`src/sv/osm_pkg.sv`:
```
// ----------------------------------------------------------------------------
// osm_pkg
// shared types and constants of the order-statistic multiset core
// ----------------------------------------------------------------------------
package osm_pkg;

   localparam int DIST_ENTRIES = 64;
   localparam int CNT_W        = 16;
   localparam int IDX_W        = $clog2(DIST_ENTRIES);
   localparam int USED_W       = $clog2(DIST_ENTRIES + 1);
   localparam int VAL_W        = 32;

   localparam logic [CNT_W-1:0] CNT_MAX   = {CNT_W{1'b1}};
   localparam logic signed [VAL_W-1:0] NO_ABOVE = 32'sd2147483647;
   localparam logic signed [VAL_W-1:0] NO_BELOW = -32'sd2147483647;

   typedef enum logic [2:0] {
      CMD_RANK   = 3'd0,
      CMD_KTH    = 3'd1,
      CMD_PREV   = 3'd2,
      CMD_NEXT   = 3'd3,
      CMD_INSERT = 3'd4
   } cmd_type;

   typedef enum logic [1:0] {
      ST_OK    = 2'd0,
      ST_DROP  = 2'd1,
      ST_RANGE = 2'd2
   } stat_type;

   typedef enum logic [2:0] {
      S_IDLE,
      S_SCAN,
      S_DECIDE,
      S_SHIFT_RD,
      S_SHIFT_WR,
      S_RESP
   } state_type;

   // controller to datapath
   typedef struct packed {
      logic              load;
      logic              rd_en;
      logic [IDX_W-1:0]  rd_addr;
      logic              eval;
      logic [USED_W-1:0] eval_idx;
      logic              shift_wr;
      logic [IDX_W-1:0]  wr_addr;
      logic              bump;
      logic              put;
      logic              drop;
   } ctl_type;

   // datapath to controller
   typedef struct packed {
      logic [USED_W-1:0] used;
      logic [USED_W-1:0] pos;
      logic              is_insert;
      logic              ins_drop;
      logic              ins_eq;
   } sts_type;

endpackage

```
`src/sv/osm_dpath.sv`:
```
// ----------------------------------------------------------------------------
// osm_dpath
// value and count tables, scan accumulators and the answer register
// ----------------------------------------------------------------------------
module osm_dpath (
   input  logic                          clock,
   input  logic                          reset,
   input  osm_pkg::ctl_type              ctl,
   input  logic [2:0]                    cmd_in,
   input  logic signed [osm_pkg::VAL_W-1:0] x_in,
   output osm_pkg::sts_type              sts,
   output logic [osm_pkg::VAL_W-1:0]     answer,
   output logic [1:0]                    status
);

   // table storage
   logic signed [osm_pkg::VAL_W-1:0] val_mem [osm_pkg::DIST_ENTRIES];
   logic [osm_pkg::CNT_W-1:0]        cnt_mem [osm_pkg::DIST_ENTRIES];
   logic signed [osm_pkg::VAL_W-1:0] rd_val_ff;
   logic [osm_pkg::CNT_W-1:0]        rd_cnt_ff;

   logic [osm_pkg::USED_W-1:0] used_ff, used_in;
   logic [osm_pkg::CNT_W-1:0]  total_ff, total_in;

   logic [2:0]                       op_ff, op_in;
   logic signed [osm_pkg::VAL_W-1:0] x_ff, x_in_r;
   logic [osm_pkg::CNT_W-1:0]        acc_ff, acc_in;
   logic signed [osm_pkg::VAL_W-1:0] ans_ff, ans_in;
   logic [1:0]                       stat_ff, stat_in;
   logic                             found_ff, found_in;
   logic [osm_pkg::USED_W-1:0]       pos_ff, pos_in;
   logic                             eq_ff, eq_in;
   logic [osm_pkg::CNT_W-1:0]        eqcnt_ff, eqcnt_in;

   logic [osm_pkg::CNT_W:0] sum_ext;
   logic [osm_pkg::CNT_W:0] k_ext;
   logic                    range_bad;
   logic [32:0]             rank_ext;

   logic                             wr_en;
   logic [osm_pkg::IDX_W-1:0]        wr_addr;
   logic signed [osm_pkg::VAL_W-1:0] wr_val;
   logic [osm_pkg::CNT_W-1:0]        wr_cnt;

   // kth range check on the incoming word
   assign range_bad = (x_in < 32'sd1) ||
                      ({1'b0, x_in} > {{(33-osm_pkg::CNT_W){1'b0}}, total_ff});

   assign sum_ext = {1'b0, acc_ff} + {1'b0, rd_cnt_ff};
   assign k_ext   = {1'b0, x_ff[osm_pkg::CNT_W-1:0]};

   // scan evaluation and command load
   always_comb begin
      op_in    = op_ff;
      x_in_r   = x_ff;
      acc_in   = acc_ff;
      ans_in   = ans_ff;
      stat_in  = stat_ff;
      found_in = found_ff;
      pos_in   = pos_ff;
      eq_in    = eq_ff;
      eqcnt_in = eqcnt_ff;
      if (ctl.load) begin
         op_in    = cmd_in;
         x_in_r   = x_in;
         acc_in   = '0;
         found_in = 1'b0;
         pos_in   = used_ff;
         eq_in    = 1'b0;
         eqcnt_in = '0;
         stat_in  = osm_pkg::ST_OK;
         case (cmd_in)
            osm_pkg::CMD_PREV: ans_in = osm_pkg::NO_BELOW;
            osm_pkg::CMD_NEXT: ans_in = osm_pkg::NO_ABOVE;
            osm_pkg::CMD_KTH: begin
               ans_in = '0;
               if (range_bad) stat_in = osm_pkg::ST_RANGE;
            end
            default: ans_in = '0;
         endcase
      end else if (ctl.eval) begin
         case (op_ff)
            osm_pkg::CMD_RANK: begin
               if (rd_val_ff < x_ff) acc_in = sum_ext[osm_pkg::CNT_W-1:0];
            end
            osm_pkg::CMD_KTH: begin
               acc_in = sum_ext[osm_pkg::CNT_W-1:0];
               if (!found_ff && sum_ext >= k_ext) begin
                  ans_in   = rd_val_ff;
                  found_in = 1'b1;
               end
            end
            osm_pkg::CMD_PREV: begin
               if (rd_val_ff < x_ff) ans_in = rd_val_ff;
            end
            osm_pkg::CMD_NEXT: begin
               if (!found_ff && rd_val_ff > x_ff) begin
                  ans_in   = rd_val_ff;
                  found_in = 1'b1;
               end
            end
            osm_pkg::CMD_INSERT: begin
               if (!found_ff && rd_val_ff >= x_ff) begin
                  found_in = 1'b1;
                  pos_in   = ctl.eval_idx;
                  eq_in    = (rd_val_ff == x_ff);
                  eqcnt_in = rd_cnt_ff;
               end
            end
            default: ;
         endcase
      end else if (ctl.drop) begin
         stat_in = osm_pkg::ST_DROP;
      end
   end

   // table occupancy
   always_comb begin
      used_in  = used_ff;
      total_in = total_ff;
      if (ctl.bump || ctl.put) total_in = total_ff + 1'b1;
      if (ctl.put) used_in = used_ff + 1'b1;
   end

   // single write port per table
   always_comb begin
      wr_en   = ctl.shift_wr || ctl.bump || ctl.put;
      wr_addr = pos_ff[osm_pkg::IDX_W-1:0];
      wr_val  = x_ff;
      wr_cnt  = eqcnt_ff + 1'b1;
      if (ctl.shift_wr) begin
         wr_addr = ctl.wr_addr;
         wr_val  = rd_val_ff;
         wr_cnt  = rd_cnt_ff;
      end else if (ctl.put) begin
         wr_cnt = {{(osm_pkg::CNT_W-1){1'b0}}, 1'b1};
      end
   end

   always_ff @(posedge clock) begin
      if (wr_en) begin
         cnt_mem[wr_addr] <= wr_cnt;
         if (!ctl.bump) val_mem[wr_addr] <= wr_val;
      end
      if (ctl.rd_en) begin
         rd_val_ff <= val_mem[ctl.rd_addr];
         rd_cnt_ff <= cnt_mem[ctl.rd_addr];
      end
   end

   always_ff @(posedge clock) begin
      if (reset) begin
         used_ff  <= '0;
         total_ff <= '0;
      end else begin
         used_ff  <= used_in;
         total_ff <= total_in;
      end
   end

   always_ff @(posedge clock) begin
      op_ff    <= op_in;
      x_ff     <= x_in_r;
      acc_ff   <= acc_in;
      ans_ff   <= ans_in;
      stat_ff  <= stat_in;
      found_ff <= found_in;
      pos_ff   <= pos_in;
      eq_ff    <= eq_in;
      eqcnt_ff <= eqcnt_in;
   end

   // status back to the controller
   assign sts.used      = used_ff;
   assign sts.pos       = pos_ff;
   assign sts.is_insert = (op_ff == osm_pkg::CMD_INSERT);
   assign sts.ins_eq    = eq_ff;
   assign sts.ins_drop  = (total_ff == osm_pkg::CNT_MAX) ||
                          (eq_ff ? (eqcnt_ff == osm_pkg::CNT_MAX)
                                 : (used_ff == osm_pkg::USED_W'(osm_pkg::DIST_ENTRIES)));

   // result word
   assign rank_ext = {{(33-osm_pkg::CNT_W){1'b0}}, acc_ff} + 33'd1;
   always_comb begin
      if (stat_ff != osm_pkg::ST_OK) answer = '0;
      else if (op_ff == osm_pkg::CMD_RANK) answer = rank_ext[31:0];
      else answer = ans_ff;
   end
   assign status = stat_ff;

endmodule

```
`src/sv/osm_ctrl.sv`:
```
// ----------------------------------------------------------------------------
// osm_ctrl
// sequencer: table scan, insert shift and result handshake
// ----------------------------------------------------------------------------
module osm_ctrl (
   input  logic             clock,
   input  logic             reset,
   input  logic             req_fire,
   input  logic             rsp_fire,
   input  osm_pkg::sts_type sts,
   output osm_pkg::ctl_type ctl,
   output logic             idle,
   output logic             rsp_valid
);

   osm_pkg::state_type state_ff, state_in;
   logic [osm_pkg::USED_W-1:0] idx_ff, idx_in;
   logic [osm_pkg::USED_W-1:0] rdi_ff, rdi_in;
   logic                       rdv_ff, rdv_in;
   logic [osm_pkg::USED_W-1:0] idx_m1;

   assign idx_m1 = idx_ff - 1'b1;

   // next state
   always_comb begin
      state_in = state_ff;
      idx_in   = idx_ff;
      rdi_in   = idx_ff;
      rdv_in   = 1'b0;
      case (state_ff)
         osm_pkg::S_IDLE: begin
            idx_in = '0;
            if (req_fire) state_in = osm_pkg::S_SCAN;
         end
         osm_pkg::S_SCAN: begin
            if (idx_ff < sts.used) begin
               rdv_in = 1'b1;
               idx_in = idx_ff + 1'b1;
            end else if (!rdv_ff) begin
               state_in = osm_pkg::S_DECIDE;
            end
         end
         osm_pkg::S_DECIDE: begin
            idx_in = sts.used;
            if (sts.is_insert && !sts.ins_drop && !sts.ins_eq)
               state_in = osm_pkg::S_SHIFT_RD;
            else
               state_in = osm_pkg::S_RESP;
         end
         osm_pkg::S_SHIFT_RD: begin
            if (idx_ff > sts.pos) state_in = osm_pkg::S_SHIFT_WR;
            else state_in = osm_pkg::S_RESP;
         end
         osm_pkg::S_SHIFT_WR: begin
            idx_in   = idx_m1;
            state_in = osm_pkg::S_SHIFT_RD;
         end
         osm_pkg::S_RESP: begin
            if (rsp_fire) state_in = osm_pkg::S_IDLE;
         end
         default: state_in = osm_pkg::S_IDLE;
      endcase
   end

   // command outputs
   always_comb begin
      ctl          = '0;
      ctl.load     = req_fire;
      ctl.eval     = rdv_ff;
      ctl.eval_idx = rdi_ff;
      ctl.rd_addr  = idx_ff[osm_pkg::IDX_W-1:0];
      ctl.wr_addr  = idx_ff[osm_pkg::IDX_W-1:0];
      idle         = (state_ff == osm_pkg::S_IDLE);
      rsp_valid    = (state_ff == osm_pkg::S_RESP);
      case (state_ff)
         osm_pkg::S_SCAN: ctl.rd_en = (idx_ff < sts.used);
         osm_pkg::S_DECIDE: begin
            if (sts.is_insert) begin
               ctl.drop = sts.ins_drop;
               ctl.bump = !sts.ins_drop && sts.ins_eq;
            end
         end
         osm_pkg::S_SHIFT_RD: begin
            ctl.rd_addr = idx_m1[osm_pkg::IDX_W-1:0];
            ctl.rd_en   = (idx_ff > sts.pos);
            ctl.put     = !(idx_ff > sts.pos);
         end
         osm_pkg::S_SHIFT_WR: ctl.shift_wr = 1'b1;
         default: ;
      endcase
   end

   always_ff @(posedge clock) begin
      if (reset) begin
         state_ff <= osm_pkg::S_IDLE;
         rdv_ff   <= 1'b0;
      end else begin
         state_ff <= state_in;
         rdv_ff   <= rdv_in;
      end
   end

   always_ff @(posedge clock) begin
      idx_ff <= idx_in;
      rdi_ff <= rdi_in;
   end

endmodule

```
`src/sv/order_statistic_multiset_core.sv`:
```
// from accept to result word: a scan of every used entry, a decide step, then the result word
// a new insert also moves each entry above its place up one slot (read, write), then puts the value
// one word at a time; the next word is taken after the result word is accepted
// the rate is set by the one-entry-per-cycle scan of the tables and, on a new insert, by the shift
// reset clears the entry and element counts and the sequencer; no clearing pass
// ----------------------------------------------------------------------------
// order_statistic_multiset_core
// bounded sorted multiset of signed values with rank, kth, prev, next, insert
// ----------------------------------------------------------------------------
module order_statistic_multiset_core (
   input  logic        clock,
   input  logic        reset,
   input  logic        req_tvalid,
   output logic        req_tready,
   input  logic [31:0] req_tdata,   // [31:0] operand_value
   input  logic [2:0]  req_tuser,   // [2:0] command
   output logic        rsp_tvalid,
   input  logic        rsp_tready,
   output logic [31:0] rsp_tdata,   // [31:0] answer_value
   output logic [1:0]  rsp_tuser    // [1:0] status
);

   osm_pkg::ctl_type ctl;
   osm_pkg::sts_type sts;
   logic             req_fire;
   logic             rsp_fire;
   logic             idle;

   assign req_fire   = req_tvalid && req_tready;
   assign rsp_fire   = rsp_tvalid && rsp_tready;
   assign req_tready = idle;

   // sequencer
   osm_ctrl u_ctrl (
      .clock     (clock),
      .reset     (reset),
      .req_fire  (req_fire),
      .rsp_fire  (rsp_fire),
      .sts       (sts),
      .ctl       (ctl),
      .idle      (idle),
      .rsp_valid (rsp_tvalid)
   );

   // tables and arithmetic
   osm_dpath u_dpath (
      .clock  (clock),
      .reset  (reset),
      .ctl    (ctl),
      .cmd_in (req_tuser),
      .x_in   (req_tdata),
      .sts    (sts),
      .answer (rsp_tdata),
      .status (rsp_tuser)
   );

endmodule

```
`config.mk`:
```
export PLATFORM = sky130hd
export DESIGN_NAME = order_statistic_multiset_core
export DESIGN_NICKNAME = d
export VERILOG_FILES = /design/src/sv/osm_pkg.sv /design/src/sv/osm_dpath.sv /design/src/sv/osm_ctrl.sv /design/src/sv/order_statistic_multiset_core.sv
export SDC_FILE = /design/constraint.sdc
export NUM_CORES = 2
export LEC_CHECK = 0
export BUFFER_PORTS_ARGS = -buffer_cell sky130_fd_sc_hd__clkbuf_2
export CAP_MARGIN = 15
export CORE_MARGIN = 5
export CORE_UTILIZATION = 50
export CTS_BUF_LIST = sky130_fd_sc_hd__clkbuf_8
export CTS_CLUSTER_DIAMETER = 50
export DETAILED_ROUTE_END_ITERATION = 8
export PLACE_DENSITY = 0.65
export SLEW_MARGIN = 15
export SYNTH_ARGS = -nofsm -noshare
export SYNTH_HDL_FRONTEND = slang
export SYNTH_HIERARCHICAL = 1
export SYNTH_SLANG_ARGS = --single-unit
```
`constraint.sdc`:
```
create_clock -name clock -period 7.09 [get_ports clock]
set_clock_uncertainty 0.2 [all_clocks]
set_input_delay 1.418 -clock clock [delete_from_list [all_inputs] [get_ports clock]]
set_output_delay 1.418 -clock clock [all_outputs]
set_load 0.02 [all_outputs]
```
# Word-level counts from Yosys, hierarchy flattened
# Memory sizes are Yosys's and may differ from the RTL's. A register that Yosys moved wholly into a read port is not among the register bits.
# Index checks and enable logic that the tools add are counted.
op_classes:
  mux: 52
  n_lt_le_gt_ge: 8
  eq_ne: 29
  reduce_logical: 37
  add_sub_neg: 7
  bitwise: 1
ops:
  columns: ["operator", "count"]
  rows:
  - ["two-way mux 32 bit", 8]
  - ["one-hot mux 32 bit (3 select lines)", 1]
  - ["one-hot mux 32 bit (2 select lines)", 1]
  - ["two-way mux 16 bit", 3]
  - ["two-way mux 7 bit", 5]
  - ["adder 16 x 1 -> 16 bit (second input constant)", 2]
  - ["== test 16 bit (second input constant)", 2]
  - ["== test 32 bit", 1]
  - [">= comparator 32 bit", 1]
  - ["> comparator 32 x 16 -> 1 bit", 1]
  - ["> comparator 32 bit", 1]
  - ["< comparator 32 x 2 -> 1 bit (second input constant)", 1]
  - ["< comparator 32 bit", 1]
  - ["one-hot mux 16 bit (2 select lines)", 1]
  - ["one-hot mux 7 bit (4 select lines)", 1]
  - ["== test 3 x 2 -> 1 bit (second input constant)", 6]
  - ["one-hot mux 3 bit (6 select lines)", 1]
  - ["adder 16 x 1 -> 17 bit (second input constant)", 1]
  - ["adder 16 x 16 -> 17 bit", 1]
  - [">= comparator 17 x 16 -> 1 bit", 1]
  - ["two-way mux 1 bit", 17]
  - ["two-way mux 3 bit", 5]
  - ["adder 7 x 1 -> 7 bit (second input constant)", 2]
  - ["!= test 2 x 1 -> 1 bit (second input constant)", 7]
  - ["other kinds (25)", 63]
word_totals:
  ff_bits: 151
  mem_count: 2
  word_cells: 151
  ram_bits: 3072
  out_inout_bits: 36
  inputBits: 39
mem_list:
  columns: ["memory", "words", "width", "read_ports", "rd_ports_with_merged_regs", "write_ports", "line_no", "source"]
  rows:
  - ["u_dpath.val_mem", 64, 32, 1, 1, 1, "osm_dpath.sv:17", "logic signed [osm_pkg::VAL_W-1:0] val_mem [osm_pkg::DIST_ENTRIES];"]
  - ["u_dpath.cnt_mem", 64, 16, 1, 1, 1, "osm_dpath.sv:18", "logic [osm_pkg::CNT_W-1:0] cnt_mem [osm_pkg::DIST_ENTRIES];"]

# Logic depth before layout (Yosys ltp)
depth:
  ltp_word: 11
  ltp_mapped: 17
  ltp_nobuf: 16

# By module
# The synthesis kept the hierarchy.
modules_own_cells:
  columns: ["mod", "n_inst", "seq_area_each_um2", "cells_per_inst", "area_each_um2"]
  rows:
  - ["osm_dpath", 1, 97113.1, 5550, 126943.0]
  - ["osm_ctrl", 1, 430.4, 164, 1441.4]
  - ["order_statistic_multiset_core", 1, 0.0, 2, 12.5]

# Worst setup path after synthesis
# OpenSTA, ideal clock, no wires.
synth_timing:
  kind: "register to register"
  start: "register u_dpath/rd_cnt_ff[0] in the netlist's numbering (read register of u_dpath.cnt_mem)"
  end: "register u_dpath/ans_ff[0] in the netlist's numbering, enable pin"
  synth_period_minus_slack_ns: 5.930
  setup_time_ns: 0.466
  required_time_ns: 6.424
  path_buffers: 0
  stages_incl_launch_ff: 16
  setup_slack_ns: 1.160
  arrival_time_ns: 5.264
  cell_sequence: "edfxtp_1 ha_1 fa_1 a21oi_1 o2111ai_1 a21o_1 a221o_1 nor2_1 xnor2_1 ha_1 and4_1 o21ai_0 o21ai_0 a31o_2 a22oi_1 o21ai_0"
synth_between:
  elab_chain_cells: 5
synth_lines:
  columns: ["item", "line_no", "source"]
  rows:
  - ["start: declaration", "osm_dpath.sv:20", "logic [osm_pkg::CNT_W-1:0] rd_cnt_ff;"]
  - ["adder 16 x 16 -> 17 bit", "osm_dpath.sv:49", "assign sum_ext = {1'b0, acc_ff} + {1'b0, rd_cnt_ff};"]
  - ["via u_dpath.sum_ext, one bit", "osm_dpath.sv:35", "logic [osm_pkg::CNT_W:0] sum_ext;"]
  - [">= comparator 17 x 16 -> 1 bit", "osm_dpath.sv:88", "if (!found_ff && sum_ext >= k_ext) begin"]
  - ["logical AND 1 bit", "osm_dpath.sv:88", null]
  - ["!= test 3 x 2 -> 1 bit (no source line)", null, null]
  - ["AND reduction 5 bit (no source line)", null, null]
  - ["end signal: assignment", "osm_dpath.sv:165", "ans_ff <= ans_in;"]
  - ["end: declaration", "osm_dpath.sv:28", "logic signed [osm_pkg::VAL_W-1:0] ans_ff, ans_in;"]
# The timed path passes the listed nets, and every way through them passes these cells.
# A chain may end at the register's enable or synchronous reset.

==> flow_summary_export.csv <==
group,metric,value,unit
clock_tree,clk_pin_slew,0.06,ns
layout,fillCellCount,18600,
clock_tree,postCtsSetupBuffers,0,
placed_design,dp_hpwl,187000,µm
synth,ys_seq_elements,3271,
route,vias_per_cell,6.25,
timing,worstMarginPinSlew,1.14,ns
placed_design,dpl_cell_area,135000,µm²
floorplan,dieArea,267000,µm²
clock_tree,htree_levels,6,
route,ant_nets,0,
synth,syn_avg_cell_area,22.5,µm²
setup_path,start_kind,"register",
route,dr.pass1.iters,5,
synth,netlist_top_cells_count,"edfxtp_1 (3,203), mux4_2 (993), nor2_1 (228)",
timing,finalHoldViolations,0,
floorplan,start_util,50.1,%
setup_path,end_kind,"register",
floorplan,ios,75,
synth,synth_area,128000,µm²
layout,nets,6443,
route,wl_per_cell,31.8,µm
synth,async_flop_share,0,%
min_path,hold_path.class,"primary input to register",
clock_tree,numCtsBuffers,538,
timing,fmax,168,MHz
timing,setup-tns-final,0,ns
route,first_iter_violations,7941,
layout,area_growth,12.8,%
route,drc,0,
synth,synth.area.top_cells,"edfxtp_1 (75%), mux4_2 (17%), dfxtp_1 (1.1%)",
synth,synth_ff_type,"edfxtp_1",
timing,final_max_slew_viol_count,0,
global_routing,track_usage,23.9,%
power,powerDensity,371,nW/µm²
clock_tree,cts_tree,"yes",
clock_tree,clock_latency,1.15,ns
layout,seq_area,97500,µm²
global_routing,antenna_found_initial,27,
clock_tree,cts.path.max_buffers,4,
clock_tree,cts_root_buffer,"clkbuf_8",
setup_path,cp.required,7.69,ns
status,status,"finished, final reports clean",
clock_tree,hold_buffers,0,
layout,multiInputGateArea,30200,µm²
synth,syn_inst,5716,
setup_path,critical_path_class,"register to register",
synth,yosysUniqueCellTypes,71,
synth,syn-num-nets,5856,
clock_tree,cts_num_sinks,3271,
floorplan,core,256000,µm²
synth,yosysTopAreaCell,"edfxtp_1",
synth,yosysMostFrequentCell,"edfxtp_1",
power,ir_worst_vdd,0.410,mV
timing,finalSetupViolCount,0,
global_routing,overflow,0,
global_routing,grt_pass1_vias,63900,
setup_path,worstPathMaxFanout,19,
power,p_leak,45.6,nW
global_routing,grt_pass1_wl,460000,µm
synth,ys_seq_area_share,76.0,%
synth,synth_top_cell_area_share,74.9,%
layout,fin_area,145000,µm²
floorplan,die_h,517,µm
timing,grt_setup_unrepaired,"false",
setup_path,crit_arrival,6.54,ns
timing,fin_crit_sh,83.7,%
synth,ys_warn_count,6,
route,drt-total-wl,320000,µm
synth,synth_edf_count,3203,
placed_design,place_congestion,0.871,
route,vias,63000,
timing,period_needed,5.94,ns
placed_design,io_buffers,74,
timing,relSlewSlack,23.6,%
clock_tree,cts_resized,0,
global_routing,grt_max_degree,100,
floorplan,die_w,517,µm
flow_run,cap_violations,0,
layout,drive_gt1_share,32.1,%
floorplan,rows,186,
placed cells by master (no fill, tap or decap), types with 34 or more instances in the layout:
master / n
clkinv_2: 38
nor2_4: 64
o21ai_0: 72
buf_4: 227
xnor2_1: 36
mux2i_1: 50
clkbuf_2: 74
ha_1: 100
a21oi_1: 42
mux4_2: 993
nand3_1: 34
nand2_1: 135
xor2_1: 35
clkbuf_8: 552
inv_1: 285
nor2_1: 164
edfxtp_1: 3203
o21ai_4: 46
dfxtp_1: 68
clkinv_1: 107
where the power goes:
| group | leakage, nW | switching (mW) | internal (mW) |
|---|---|---|---|
| Sequential | 29.6 | 0.328 | 23.1 |
| Combinational | 10.4 | 9.23 | 6.09 |
| Clock | 5.50 | 7.40 | 7.54 |
routing by layer:
| layer | track usage, % | routed length (µm) |
|---|---|---|
| met3 | 5.22 | 31000 |
| met4 | 5.93 | 7570 |
| met1 | 35.5 | 132000 |
| met2 | 36.8 | 150000 |
| met5 | 0 | 13 |
state kept, by name, indices dropped and copies added (netlist names):
register	cells
u_dpath/val_mem	2048
u_dpath/cnt_mem	1024
u_dpath/ans_ff	32
u_dpath/rd_val_ff	32
u_dpath/x_ff	32
u_dpath/acc_ff	16
u_dpath/eqcnt_ff	16
u_dpath/rd_cnt_ff	16
u_dpath/total_ff	16
u_ctrl/idx_ff	7
u_ctrl/rdi_ff	7
u_dpath/pos_ff	7
u_dpath/used_ff	7
u_ctrl/state_ff	3
u_dpath/op_ff	3
u_dpath/status	2
u_ctrl/rdv_ff	1
u_dpath/eq_ff	1
u_dpath/found_ff	1
path summary, 6_finish.rpt:
check,start,endpoint,slack (ns),cells past startpoint
worst max-delay path,u_ctrl/idx_ff[2],u_dpath/val_mem[14][12],1.15,11
worst min register to register,u_dpath/total_ff[14],u_dpath/total_ff[14],0.29,2
worst max register to register,u_ctrl/idx_ff[2],u_dpath/val_mem[14][12],1.15,11
worst min-delay path,req_tdata[18],u_dpath/x_ff[18],0.28,1
cell type report:
cell class / count / area share [%]
repair buffers: 341 / 2.01
well taps: 3384 / 2.92
diodes: 4 / 0.00691
clock buffers: 552 / 5.24
multi-input cells: 2040 / 20.9
inverters: 111 / 0.291
clock inverters: 377 / 1.34
flip-flops and latches: 3271 / 67.3
critical path: stages, from the launching register on:
cell,delay (ns)
edfxtp_1,0.62
ha_1,0.45
and3b_1,0.21
a211oi_1,0.31
o221ai_1,0.18
o21ai_0,0.20
nor2b_1,0.63
nand3b_1,0.14
a21oi_1,0.50
nand2_1,0.77
nor2_4,1.03
buf_4,0.38
cell families after synthesis:
group	synth area share (%)
buffers and inverters	1.36
adders and majority gates	0.990
DFF	76.0
AOI/OAI and AO/OA	1.20
and+or+nand+nor	1.91
muxes	18.0
xor gates and xnor gates	0.518
stage by stage:
step	std cells	setup slack [ns]	total power, mW	hold WS, ns	utilization (%)
floorplan	5716	1.16	33.3	0.220	-
global placement	9138	1.17	38.9	0.268	52.7
detailed placement	9146	1.23	39.1	0.281	52.8
CTS	10100	1.22	54.1	0.156	56.5
global route	10100	0.926	55.8	0.224	56.5
finish	10100	1.15	53.7	0.284	56.5
Power figures use the tool's default switching activity.
